===== config.mk =====
export PLATFORM = sky130hd
export DESIGN_NAME = iluhn_digit_gen
export DESIGN_NICKNAME = d
export VERILOG_FILES = /design/src/rtl/core/iluhn_pkg.sv /design/src/rtl/core/iluhn_digit_gen.sv
export SDC_FILE = /design/constraint.sdc
export NUM_CORES = 1
export LEC_CHECK = 0
export ABC_AREA = 1
export BUFFER_PORTS_ARGS = -buffer_cell sky130_fd_sc_hd__clkbuf_2
export CAP_MARGIN = 20
export CORE_ASPECT_RATIO = 1.1
export CORE_MARGIN = 2
export CORE_UTILIZATION = 45
export DETAILED_ROUTE_END_ITERATION = 16
export HOLD_SLACK_MARGIN = 0.08
export PLACE_DENSITY_LB_ADDON = 0.2
export SYNTH_ARGS = -nofsm -noshare
export SYNTH_HDL_FRONTEND = slang
export SYNTH_SLANG_ARGS = --single-unit

===== constraint.sdc =====
create_clock -name clock -period 4.84 [get_ports clock]
set_clock_uncertainty 0.2 [all_clocks]
set_input_delay 0.726 -clock clock [delete_from_list [all_inputs] [get_ports clock]]
set_output_delay 0.726 -clock clock [all_outputs]
set_load 0.01 [all_outputs]

===== src/rtl/core/iluhn_pkg.sv =====
// ----------------------------------------------------------------------------
// iluhn_pkg
// shared types and constants for the imei luhn checker
// ----------------------------------------------------------------------------
package iluhn_pkg;

   // first imei register
   localparam int unsigned FIRST_IMEI_W = 50;
   localparam logic [FIRST_IMEI_W-1:0] FIRST_IMEI_LIMIT = 50'd999999999999999;

   // digits kept for comparison
   localparam int unsigned MAX_DIGITS = 16;

   // decimal store: enough digits for any expected imei (body * 10 + check)
   localparam int unsigned STORE_DIGITS = 16;
   localparam int unsigned STORE_IDX_W  = $clog2(STORE_DIGITS);

   // packed bcd shift register, four bits per stored digit
   localparam int unsigned BCD_W = 4 * STORE_DIGITS;

   // body digits produced by the increment pass (first imei without its check digit)
   localparam int unsigned BODY_DIGITS = STORE_DIGITS - 1;

   // conversion steps, one per binary bit
   localparam int unsigned CONV_CNT_W = $clog2(FIRST_IMEI_W);

   // position and length counters
   localparam int unsigned POS_W = 5;
   localparam logic [POS_W-1:0] POS_MAX = '1;

   localparam logic [7:0] ASCII_ZERO = 8'h30;

   typedef struct packed {
      logic [7:0] char_code;
      logic       last_char;
   } iluhn_req_type;

   typedef struct packed {
      logic       imei_matches;
      logic [3:0] check_digit;
   } iluhn_rsp_type;

   // digit generator status toward the back end
   typedef struct packed {
      logic ready;
      logic busy;
   } iluhn_gen_status_type;

endpackage


===== src/rtl/core/iluhn_digit_gen.sv =====
// ----------------------------------------------------------------------------
// iluhn_digit_gen
// holds the first imei and builds the expected second imei digits
// ----------------------------------------------------------------------------
module iluhn_digit_gen (
   input  logic                                          clock,
   input  logic                                          reset,
   input  logic                                          csr_write_enable,
   input  logic [iluhn_pkg::FIRST_IMEI_W-1:0]            csr_write_data,
   input  logic                                          start,
   input  logic [iluhn_pkg::STORE_IDX_W-1:0]             rd_index,
   output logic [3:0]                                    rd_digit,
   output logic [iluhn_pkg::POS_W-1:0]                   exp_length,
   output logic [3:0]                                    luhn_digit,
   output iluhn_pkg::iluhn_gen_status_type               status
);

   typedef enum logic [1:0] {
      GEN_IDLE,
      GEN_CONV,
      GEN_INC,
      GEN_FIN
   } gen_state_type;

   gen_state_type state_ff, state_in;
   logic [iluhn_pkg::FIRST_IMEI_W-1:0] first_imei_ff, first_imei_in;
   logic [iluhn_pkg::FIRST_IMEI_W-1:0] bin_ff, bin_in;
   logic [iluhn_pkg::BCD_W-1:0]        bcd_ff, bcd_in;
   logic [iluhn_pkg::CONV_CNT_W-1:0]   step_ff, step_in;
   logic [iluhn_pkg::STORE_IDX_W-1:0]  top_ff, top_in;
   logic                               carry_ff, carry_in;
   logic [3:0]                         sum_ff, sum_in;
   logic                               ready_ff, ready_in;
   logic [iluhn_pkg::POS_W-1:0]        length_ff, length_in;
   logic [3:0]                         luhn_ff, luhn_in;
   logic [3:0]                         store_ff [iluhn_pkg::STORE_DIGITS];

   logic [iluhn_pkg::BCD_W-1:0] bcd_adj;
   logic [4:0]       body_sum;
   logic [3:0]       body_digit;
   logic             body_carry;
   logic [4:0]       dbl_digit;
   logic [4:0]       luhn_sum;
   logic             store_we;
   logic [iluhn_pkg::STORE_IDX_W-1:0] store_idx;
   logic [3:0]       store_val;

   assign rd_digit     = store_ff[rd_index];
   assign exp_length   = length_ff;
   assign luhn_digit   = luhn_ff;
   assign status.ready = ready_ff;
   assign status.busy  = (state_ff != GEN_IDLE);

   // double dabble adjust, each digit on its own
   always_comb begin
      for (int i = 0; i < iluhn_pkg::STORE_DIGITS; i++) begin
         bcd_adj[4*i +: 4] = (bcd_ff[4*i +: 4] >= 4'd5) ?
                             bcd_ff[4*i +: 4] + 4'd3 : bcd_ff[4*i +: 4];
      end
   end

   // one body digit per cycle: increment ripple and luhn accumulate
   always_comb begin
      body_sum   = {1'b0, bcd_ff[7:4]} + {4'd0, carry_ff};
      body_carry = (body_sum >= 5'd10);
      body_digit = body_carry ? 4'd0 : body_sum[3:0];
      dbl_digit  = {1'b0, body_digit};
      if (step_ff[0] == 1'b0) begin
         dbl_digit = {body_digit, 1'b0};
         if (dbl_digit >= 5'd10) begin
            dbl_digit = dbl_digit - 5'd9;
         end
      end
      luhn_sum = {1'b0, sum_ff} + dbl_digit;
      if (luhn_sum >= 5'd10) begin
         luhn_sum = luhn_sum - 5'd10;
      end
   end

   always_comb begin
      state_in      = state_ff;
      first_imei_in = first_imei_ff;
      bin_in        = bin_ff;
      bcd_in        = bcd_ff;
      step_in       = step_ff;
      top_in        = top_ff;
      carry_in      = carry_ff;
      sum_in        = sum_ff;
      ready_in      = ready_ff;
      length_in     = length_ff;
      luhn_in       = luhn_ff;
      store_we      = 1'b0;
      store_idx     = '0;
      store_val     = body_digit;

      case (state_ff)
         GEN_IDLE: begin
            if (start) begin
               state_in = GEN_CONV;
               bin_in   = first_imei_ff;
               bcd_in   = '0;
               step_in  = '0;
            end
         end
         GEN_CONV: begin
            bcd_in  = {bcd_adj[iluhn_pkg::BCD_W-2:0], bin_ff[iluhn_pkg::FIRST_IMEI_W-1]};
            bin_in  = {bin_ff[iluhn_pkg::FIRST_IMEI_W-2:0], 1'b0};
            step_in = step_ff + 1'b1;
            if (step_ff == iluhn_pkg::CONV_CNT_W'(iluhn_pkg::FIRST_IMEI_W - 1)) begin
               state_in = GEN_INC;
               step_in  = '0;
               carry_in = 1'b1;
               sum_in   = 4'd0;
               top_in   = '0;
            end
         end
         GEN_INC: begin
            // least significant bcd digit is the dropped check digit
            bcd_in    = {4'd0, bcd_ff[iluhn_pkg::BCD_W-1:4]};
            carry_in  = body_carry;
            sum_in    = luhn_sum[3:0];
            store_we  = 1'b1;
            store_idx = step_ff[iluhn_pkg::STORE_IDX_W-1:0] + 1'b1;
            if (body_digit != 4'd0) begin
               top_in = step_ff[iluhn_pkg::STORE_IDX_W-1:0];
            end
            step_in = step_ff + 1'b1;
            if (step_ff == iluhn_pkg::CONV_CNT_W'(iluhn_pkg::BODY_DIGITS - 1)) begin
               state_in = GEN_FIN;
            end
         end
         GEN_FIN: begin
            luhn_in   = (sum_ff == 4'd0) ? 4'd0 : 4'd10 - sum_ff;
            store_we  = 1'b1;
            store_idx = '0;
            store_val = luhn_in;
            length_in = iluhn_pkg::POS_W'(top_ff) + iluhn_pkg::POS_W'(2);
            ready_in  = 1'b1;
            state_in  = GEN_IDLE;
         end
         default: begin
            state_in = GEN_IDLE;
         end
      endcase

      if (csr_write_enable) begin
         first_imei_in = (csr_write_data > iluhn_pkg::FIRST_IMEI_LIMIT) ?
                         iluhn_pkg::FIRST_IMEI_LIMIT : csr_write_data;
         ready_in      = 1'b0;
      end
   end

   always_ff @(posedge clock) begin
      if (reset) begin
         state_ff      <= GEN_IDLE;
         first_imei_ff <= '0;
         ready_ff      <= 1'b0;
         length_ff     <= '0;
         luhn_ff       <= 4'd0;
      end else begin
         state_ff      <= state_in;
         first_imei_ff <= first_imei_in;
         ready_ff      <= ready_in;
         length_ff     <= length_in;
         luhn_ff       <= luhn_in;
      end
   end

   always_ff @(posedge clock) begin
      bin_ff   <= bin_in;
      bcd_ff   <= bcd_in;
      step_ff  <= step_in;
      top_ff   <= top_in;
      carry_ff <= carry_in;
      sum_ff   <= sum_in;
      if (store_we) begin
         store_ff[store_idx] <= store_val;
      end
   end

endmodule


Word-level counts from Yosys, hierarchy flattened --
Memories as Yosys holds them, arrays and structs flattened. Index checks and enable logic that the tools add are counted.
Cells by class: equal/unequal tests 9, $add $sub $neg 24, reduce and logical (&&, ||, !) cells 14, $lt $le $gt $ge 20, muxes and demuxes 44
Operators with widths (number):
- case mux 64 bit (3 select lines) | 1
- two-way mux 50 bit | 2
- case mux 50 bit (2 select lines) | 1
- two-way mux 4 bit | 22
- >= comparator 4 x 3 -> 1 bit (second input constant) | 16
- two-way mux 64 bit | 1
- adder 4 x 2 -> 4 bit (second input constant) | 15
- > comparator 50 bit (second input constant) | 1
- case mux 6 bit (3 select lines) | 1
- case mux 4 bit (2 select lines) | 2
- >= comparator 5 x 4 -> 1 bit (second input constant) | 3
- two-way mux 6 bit | 2
- two-way mux 5 bit | 2
- != test 2 bit (second input constant) | 4
- case mux 2 bit (4 select lines) | 1
- adder 6 x 1 -> 6 bit (second input constant) | 1
- equality test 6 x 4 -> 1 bit (second input constant) | 1
- equality test 6 bit (second input constant) | 1
- two-way mux 2 bit | 3
- AND reduction 2 bit | 3
- AND reduction 3 bit | 2
- nonzero test 2 bit | 3
- adder 4 x 1 -> 5 bit | 1
- adder 4 x 2 -> 5 bit (second input constant) | 1
- other kinds (16) | 21
Word-level totals: logic and storage cells 123, register bits after elaboration 191, memories kept 1, output and inout port bits 15, memory bits (writable) 64
Memory list:
- store_ff | words 16, width 4, rd ports 1, clocked after Yosys merged registers in 0, wr ports 1, line iluhn_digit_gen.sv:36 | logic [3:0] store_ff [iluhn_pkg::STORE_DIGITS];

Longest topological paths before layout --
Gate-level depths: netlist (run 1).
word-level depth 10, mapped depth 29

Worst setup path before layout (run 1) --
OpenSTA, ideal clock, no wires.
kind register to register, from register state_ff[0], to register bcd_ff[0] (netlist name), enable pin, required time 4.141 ns, period minus slack after synthesis 4.468 ns, setup time 0.499 ns, buffers on the path 0, setup slack 0.372 ns, cell stages (with the launch flop) 6, arrival 3.770 ns, cell sequence dfxtp_1 > inv_1 > ha_1 > inv_1 > nor2_1 > nor2_1
Between the ends: longest elaborated chain between the ends 3, elaborated cells between the ends (all ways) 6, those cells by class eq/ne (3); reduce/logical (3)
Ends and longest elaborated chain:
- start: declaration | line iluhn_digit_gen.sv:25 | gen_state_type state_ff, state_in;
- start signal: assignment | line iluhn_digit_gen.sv:161 | state_ff <= state_in;
- equality test 2 bit (tied with other cells) | line iluhn_digit_gen.sv:96 | case (state_ff)
- nonzero test 3 bit (no source line) or != test 2 bit (tied branches)
- AND reduction 2 bit (no source line) *
- end signal: assignment | line iluhn_digit_gen.sv:171 | bcd_ff <= bcd_in;
- end: declaration | line iluhn_digit_gen.sv:28 | logic [iluhn_pkg::BCD_W-1:0] bcd_ff, bcd_in;
Mark *: on every way between the ends. The rest lies on a longest branch, timed or not. A chain may end at the register's enable or synchronous reset.

Final worst setup path (run 1) --
from register bcd_ff[4] (netlist name), to register sum_ff[2], data pin
Between the ends: longest elaborated chain between the ends 10, elaborated cells between the ends (all ways) 12, those cells by class add/sub (4); order compare (3); mux (5)
Ends and longest elaborated chain:
- adder 4 x 1 -> 5 bit * | line iluhn_digit_gen.sv:64 | body_sum = {1'b0, bcd_ff[7:4]} + {4'd0, carry_ff};
- >= comparator 5 x 4 -> 1 bit | line iluhn_digit_gen.sv:65 | body_carry = (body_sum >= 5'd10);
- two-way mux 4 bit * | line iluhn_digit_gen.sv:66 | body_digit = body_carry ? 4'd0 : body_sum[3:0];
- subtractor 5 x 4 -> 5 bit or >= comparator 5 x 4 -> 1 bit (tied branches) | line iluhn_digit_gen.sv:71, iluhn_digit_gen.sv:70
- two-way mux 5 bit | line iluhn_digit_gen.sv:70 | if (dbl_digit >= 5'd10) begin
- two-way mux 5 bit * | line iluhn_digit_gen.sv:68 | if (step_ff[0] == 1'b0) begin
- adder 4 x 5 -> 5 bit * | line iluhn_digit_gen.sv:74 | luhn_sum = {1'b0, sum_ff} + dbl_digit;
- subtractor 4 bit or >= comparator 5 x 4 -> 1 bit (tied branches) | line iluhn_digit_gen.sv:76, iluhn_digit_gen.sv:75
- two-way mux 4 bit * | line iluhn_digit_gen.sv:75 | if (luhn_sum >= 5'd10) begin
- case mux 4 bit (2 select lines) * | line iluhn_digit_gen.sv:96
- end signal: assignment | line iluhn_digit_gen.sv:175 | sum_ff <= sum_in;
- end: declaration | line iluhn_digit_gen.sv:32 | logic [3:0] sum_ff, sum_in;
Marks and branches as above.

==> impl_results.md, run 1 <==
- CTS tree: yes
- Hold Path Class: in2reg
- Fin crit period: 4450 ps
- Highest-delay cell along the critical path: edfxtp_1
- Syn Area/Cell: 9.29 um^2
- Setup violators final: 0
- Ys flop type: edfxtp_1
- H-tree lvl count: 1
- GP Congestion: 0.777
- Die Span Y: 180 um
- GR Overflow Total: 0
- Async S/R FF share, synth: 0
- Worst-case hold path end point: first_imei_ff[25]
- Antenna violations before repair: 1
- Reg2reg path depth: 28
- Number of synthesized flops with an enable pin: 193
- Maximum vdd drop: 314 uV
- Cts hold-fix bufs: 0
- Critical Path AT: 4540 ps
- GRT Overall Usage: 0.187
- DRC viols: 0
- Hold_sp: csr_write_data[25]
- Pwr dens: 618 nW/um^2
- Worst setup EP type: flop
- Via count: 9456
- TritonCTS Sinks: 255
- CTS Root Cell: clkbuf_16
- Most frequent cells in the layout: nand2_1, edfxtp_1, nor2_1, inv_1, o21ai_0
- Wire per inst: 15.1 um
- Core Rows: 64
- Status: completed
- Setup TNS: 0 ps
- Share of the synthesized area in the top cell type: 0.457
- Iteration-0 DRC Markers: 719
- Worst hold path depth: 3
- CP Class: reg2reg
- Worst-path clk slew: 60 ps
- Most common cell after layout, fill and taps aside: nand2_1
- Drt first pass iters: 5
- Worst Max-Slew Pin Slew: 1050 ps
- Max transition margin: 0.299
- Count of cell types in the netlist: 43
- Mapped Nets: 1475
- Clock Tree Buf Depth: 3
- Drt via density: 5.22
- RSZ-0062 raised after global routing: no
- Netlist Area Pre-Place: 12700 um^2
- Final Hold Viols: 0
- CP Max Fanout: 6
- Max-cap viol count: 0
- Worst-Skew Late Latency: 540 ps
- FF-to-FF setup slack: 390 ps
- Global-route wire length before repair: 45.6 mm
- Tot Pwr: 8.89 mW
- Initial Utilization: 0.457
- Startpoint types: flop
- Cells after synthesis: 1366
- Fillers: 2549
- Sequential area share after synthesis: 0.554
- Area Growth Syn to Fin: 13.3%
- Die Wd: 164 um
- Input/output buffers: 72
- Vias in the first global route: 9299
- CP dominant cell by count: inv_1
- Synth warnings: 0
- Worst Path Required: 4930 ps
- Max-slew violations: 0
- RR Endpoint: sum_ff[2]
- Synth top area cells: edfxtp_1, dfxtp_1, nand2_1
- Routed Antenna Nets: 0
- Reg-to-Reg Start: bcd_ff[4]
- Leak pwr: 6.03 nW
- #FFs+latches synth: 255
- Final worst-path cycle share: 0.920
- Largest net degree at the start of global routing: 65
- Share of layout cells above drive strength 1: 0.122
- Routed WL: 27.3 mm
- Nets@finish: 1537
- I/O pin count: 73
- Post-DP HPWL: 17.8 mm
- Die ar.: 29600 um^2
- Core box area: 27800 um^2
- Critical path's largest stage delay: 460 ps
- Synth area leader: edfxtp_1
- Fmax: 0.225 GHz
- CTS buffer count: 27
==> per-stage QoR <==
stage | worst slack, ps | instances | hold slack (ps) | utilization | area (um^2)
2_1_floorplan | 372 | 1366 | 226 | - | 12700
3_3_place_gp | 595 | 1759 | 238 | 0.482 | 13400
3_5_place_dp | 374 | 1762 | 241 | 0.484 | 13400
4_1_cts | 359 | 1812 | 202 | 0.517 | 14400
5_1_grt | 16.1 | 1812 | 225 | 0.518 | 14400
6_report | 388 | 1813 | 222 | 0.518 | 14400
==> logic make-up after synthesis <==
logic type	after synthesis	synth area share
xor+xnor	16	0.0110
compound gates	299	0.143
flops	255	0.554
fa+ha+maj	51	0.0509
simple gates	516	0.162
mux	16	0.0126
buf+inv	213	0.0664
==> layer usage <==
layer	wire [um]	GRT usage	up-vias
li1	-	-	4785
met1	12700	0.257	4428
met2	12700	0.313	212
met3	1430	0.0285	31
met4	433	0.0379	0
met5	0	0	-
==> worst max-delay path, delay by kind of cell, from the launching register on <==
| family | cells | cell delay [ps] |
|---|---|---|
| AOI/OAI and AO/OA | 3 | 260 |
| and+or+nand+nor | 12 | 1110 |
| adders and majority gates | 6 | 1550 |
| buffers and inverters | 6 | 440 |
| DFF | 1 | 460 |
| xor gates and xnor gates | 1 | 190 |
==> repair_timing <==
item                                    4_1_cts  5_1_grt
setup buffers                                 0        0
hold endpoints to repair                      0        0
resized for setup                             0        5
endpoints found under the setup margin        0        2
==> cells in the mapped netlist, drive strengths merged, types with 16 or more instances <==
cell type	number
mux2i	16
o211ai	20
ha	50
inv	154
clkbuf	39
nand3	42
a21oi	76
o32ai	20
dfxtp	62
o22ai	31
o21ai	139
buf	16
nand2	288
edfxtp	193
nor2	168
==> registers in the layout, indices dropped and copies added, names as in the netlist <==
signal and flops:
bcd_ff 64, bin_ff 50, carry_ff 1, exp_length 5, first_imei_ff 50, luhn_digit 4, ready_ff 1, state_ff 2
step_ff 6, store_ff 64, sum_ff 4, top_ff 4
==> final cells by class <==
class	count	area (um^2)	share of cell area
antenna	1	2.50	0.000174
sequential	255	7040	0.489
multi-input combinational	898	4860	0.338
inverter	158	593	0.0412
timing repair buffer	88	517	0.0359
tap	363	454	0.0316
clock buffer	38	737	0.0512
clock inverter	12	190	0.0132
==> worst max path at each step <==
stage	from	end	slack [ps]	cells past startpoint
global placement	bcd_ff[4]	sum_ff[2]	590	28
global route	bcd_ff[4]	sum_ff[2]	20	28
floorplan	state_ff[0]	bcd_ff[0]	370	5
finish	bcd_ff[4]	sum_ff[2]	390	28
CTS	bcd_ff[4]	sum_ff[2]	360	28
detailed placement	bcd_ff[4]	sum_ff[2]	370	28
==> power breakdown <==
group          leakage, nW  total (mW)  switching [mW]  internal [mW]
Sequential            2.44        3.68           0.366           3.32
Combinational         3.14        3.02            2.04          0.982
Clock                0.452        2.19           0.861           1.33
Note: power is estimated with default switching activity, not from simulation.
==> run 2: changes to the inputs <==
--- a/config.mk
+++ b/config.mk
@@ -5,7 +5,7 @@
 export SDC_FILE = /design/constraint.sdc
 export NUM_CORES = 1
 export LEC_CHECK = 0
-export ABC_AREA = 1
+export ABC_AREA = 0
 export BUFFER_PORTS_ARGS = -buffer_cell sky130_fd_sc_hd__clkbuf_2
 export CAP_MARGIN = 20
 export CORE_ASPECT_RATIO = 1.1
==> impl_results.md, run 2 <==
- Syn Area/Cell: 11.8 um^2 (was 9.29 um^2)
- Core box area: 27100 um^2 (was 27800 um^2)
- Wire per inst: 16.1 um (was 15.1 um)
- Iteration-0 DRC Markers: 489 (was 719)
- FF-to-FF setup slack: 210 ps (was 390 ps)
- CTS Root Cell: clkbuf_16 (unchanged)
- Hold Path Class: in2reg (unchanged)
- CTS buffer count: 28 (was 27)
- CP Cell Sequence: ha_4, ha_2, mux2_2, o221ai_4, nand2_2, ha_1, nor2b_2, o22ai_1, buf_4, mux2_2, a21oi_1, ha_1, xnor2_2, inv_1, ha_1, o31a_1, o32ai_2, mux2i_2, mux2i_1
- Cell area after layout: 14200 um^2 (was 14400 um^2)
- Routed WL: 24.2 mm (was 27.3 mm)
- Setup violators final: 0 (unchanged)
- Critical Path AT: 4730 ps (was 4540 ps)
- Biggest regs: bcd_ff x64, store_ff x64 (unchanged)
- Reg-to-Reg Start: carry_ff (was bcd_ff[4])
- Final worst-path cycle share: 0.958 (was 0.920)
- GRT busiest layer: met2 (unchanged)
- Sequential area share after synthesis: 0.565 (was 0.554)
- Met1 Use GR: 0.229 (was 0.257)
- Most common cell after layout, fill and taps aside: edfxtp_1 (was nand2_1)
- Placed cell area: 13200 um^2 (was 13400 um^2)
- GR Overflow Total: 0 (unchanged)
- Worst setup path start: carry_ff (was bcd_ff[4])
- Fmax: 0.216 GHz (was 0.225 GHz)
- DRC viols: 0 (unchanged)
- Initial Utilization: 0.459 (was 0.457)
- Die Span Y: 178 um (was 180 um)
- TritonCTS Sinks: 255 (unchanged)
- #FFs+latches synth: 255 (unchanged)
- Final Hold Viols: 0 (unchanged)
- H-tree lvl count: 1 (unchanged)
- Vias in the first global route: 8062 (was 9299)
- RR Endpoint: sum_ff[2] (unchanged)
- Max transition margin: 0.352 (was 0.299)
- Worst-Skew Late Latency: 550 ps (was 540 ps)
- Highest-delay cell along the critical path: edfxtp_1 (unchanged)
- Core Rows: 63 (was 64)
- Routed Antenna Nets: 0 (unchanged)
- Most frequent cells in the layout: edfxtp_1, nor2_1, nand2_1, inv_1, clkbuf_2 (was nand2_1, edfxtp_1, nor2_1, inv_1, o21ai_0)
- Maximum vdd drop: 334 uV (was 314 uV)
- GRT Overall Usage: 0.168 (was 0.187)
- Die ar.: 29000 um^2 (was 29600 um^2)
- Nets@finish: 1232 (was 1537)
- Startpoint types: flop (unchanged)
- CP Max Fanout: 5 (was 6)
- Post-DP HPWL: 15.4 mm (was 17.8 mm)
- GRT met3 Usage: 0.0202 (was 0.0285)
- Worst-path clk slew: 60 ps (about the same)
- Async S/R FF share, synth: 0 (unchanged)
- Commonest cells post-synth: edfxtp_1, nor2_1, nand2_1 (was nand2_1, edfxtp_1, nor2_1)
- Share of layout cells above drive strength 1: 0.204 (was 0.122)
- Cts hold-fix bufs: 0 (unchanged)
- Tot Pwr: 9.23 mW (was 8.89 mW)
- Worst Path Required: 4930 ps (about the same)
- Antenna cells: 0 (was 1)
- Synth warnings: 0 (unchanged)
- Cells after synthesis: 1055 (was 1366)
- Synth top area cells: edfxtp_1, dfxtp_1, ha_1 (was edfxtp_1, dfxtp_1, nand2_1)
- Netlist Area Pre-Place: 12400 um^2 (was 12700 um^2)
- Die Wd: 163 um (was 164 um)
- Antenna violations before repair: 0 (was 1)
- Mapped Nets: 1164 (was 1475)
- CP Class: reg2reg (unchanged)
- Top-count cell post-synth: edfxtp_1 (was nand2_1)
- Fillers: 2415 (was 2549)
- Input/output buffers: 72 (unchanged)
- Leak pwr: 5.40 nW (was 6.03 nW)
- Ys flop type: edfxtp_1 (unchanged)
- Synth area leader: edfxtp_1 (unchanged)
- Via count: 7989 (was 9456)
- Largest net degree at the start of global routing: 71 (was 65)
- Post-CTS Setup Inserts: 0 (unchanged)
- Crit path capture: sum_ff[2] (unchanged)
- Met2 usage: 0.287 (was 0.313)
- Fin crit period: 4630 ps (was 4450 ps)
- Area Growth Syn to Fin: 14.3% (was 13.3%)
- Pwr dens: 649 nW/um^2 (was 618 nW/um^2)
- Drt first pass iters: 4 (was 5)
- Status: completed (unchanged)
- Worst Max-Slew Pin Slew: 972 ps (was 1050 ps)
- Max-cap viol count: 0 (unchanged)
- Critical path's largest stage delay: 390 ps (was 460 ps)
- CTS tree: yes (unchanged)
- Reg2reg path depth: 19 (was 28)
- Max-slew violations: 0 (unchanged)
- I/O pin count: 73 (unchanged)
- CP dominant cell by count: ha_1 (was inv_1)
- Count of cell types in the netlist: 59 (was 43)
- Share of the synthesized area in the top cell type: 0.466 (was 0.457)
- Number of synthesized flops with an enable pin: 193 (unchanged)
- Worst setup EP type: flop (unchanged)
- Drt via density: 5.32 (was 5.22)
- Global-route wire length before repair: 40.1 mm (was 45.6 mm)
- GP Congestion: 0.773 (was 0.777)
- Clock Tree Buf Depth: 3 (unchanged)
run 2: cell types whose count changed after synthesis, moves of 22 or more:
cell	delta
a21oi_2	-30
inv_1	-76
and2_1	+22
nor2_1	-67
nand2_1	-207
mux2_2	+51
o22ai_1	-29
nand2b_1	+23
nand3_1	-28
o21ai_0	-68
a311oi_1	+28
run 2: per-layer routing:
layer | share of wire | up-vias
met1 | 0.47 | 3843
met5 | 0 | -
li1 | - | 3986
met3 | 0.033 | 37
met2 | 0.48 | 123
met4 | 0.020 | 0
run 2: what timing repair did:
| item | CTS | global route |
|---|---|---|
| setup endpoints to repair | 2 | 2 |
| resized for setup | 2 | 12 |
| cloned | 0 | 0 |
| pin swaps | 0 | 3 |
run 2: worst min path at each step:
stage                        from                 to  cells past startpoint
3_5_place_dp             ready_ff           ready_ff                      1
3_3_place_gp             ready_ff           ready_ff                      1
5_1_grt        csr_write_data[13]  first_imei_ff[13]                      3
6_report       csr_write_data[13]  first_imei_ff[13]                      3
4_1_cts        csr_write_data[14]  first_imei_ff[14]                      3
2_1_floorplan            ready_ff           ready_ff                      1
run 2: cell type report:
type / instances / area (um^2) / share of cell area
Clock buffer: 39 / 812 / 0.0571
Clock inverter: 13 / 131 / 0.00924
Inverter: 77 / 289 / 0.0203
Multi-Input combinational cell: 669 / 4980 / 0.350
Sequential cell: 255 / 7040 / 0.495
Tap cell: 357 / 447 / 0.0314
Timing Repair Buffer: 92 / 527 / 0.0370
run 2: kinds of logic (layout without fill, tap and decap cells):
logic type / count (synthesis) / count (layout) / share of synthesized area
mux: 80 / 80 / 0.0896
xor+xnor: 38 / 38 / 0.0267
simple gates: 276 / 276 / 0.104
flops: 255 / 255 / 0.565
buf+inv: 131 / 221 / 0.0426
fa+ha+maj: 51 / 51 / 0.0519
compound gates: 224 / 224 / 0.120
run 2: power by group:
| part | internal, mW | switching [mW] |
|---|---|---|
| clock network | 1.28 | 0.879 |
| registers | 3.30 | 0.443 |
| logic | 1.43 | 1.90 |
run 2: worst max-delay path: cells and delay by family (launching register included):
family | cells | cell delay (ps)
adders and majority gates | 5 | 1160
AOI/OAI and AO/OA | 5 | 910
and+or+nand+nor | 2 | 290
muxes | 4 | 980
xor gates and xnor gates | 1 | 220
DFF | 1 | 390
buffers and inverters | 2 | 220
run 2: metrics by stage:
stage               TNS, ps  hold WS (ps)  std cells   util  setup slack [ps]
floorplan                 0           229       1055      -              83.1
finish                    0           205       1502  0.525               205
global route          -53.2           205       1502  0.525             -40.7
CTS                       0           185       1499  0.521              11.7
detailed placement    -16.9           247       1447  0.486             -16.9
global placement          0           241       1446  0.486              53.0
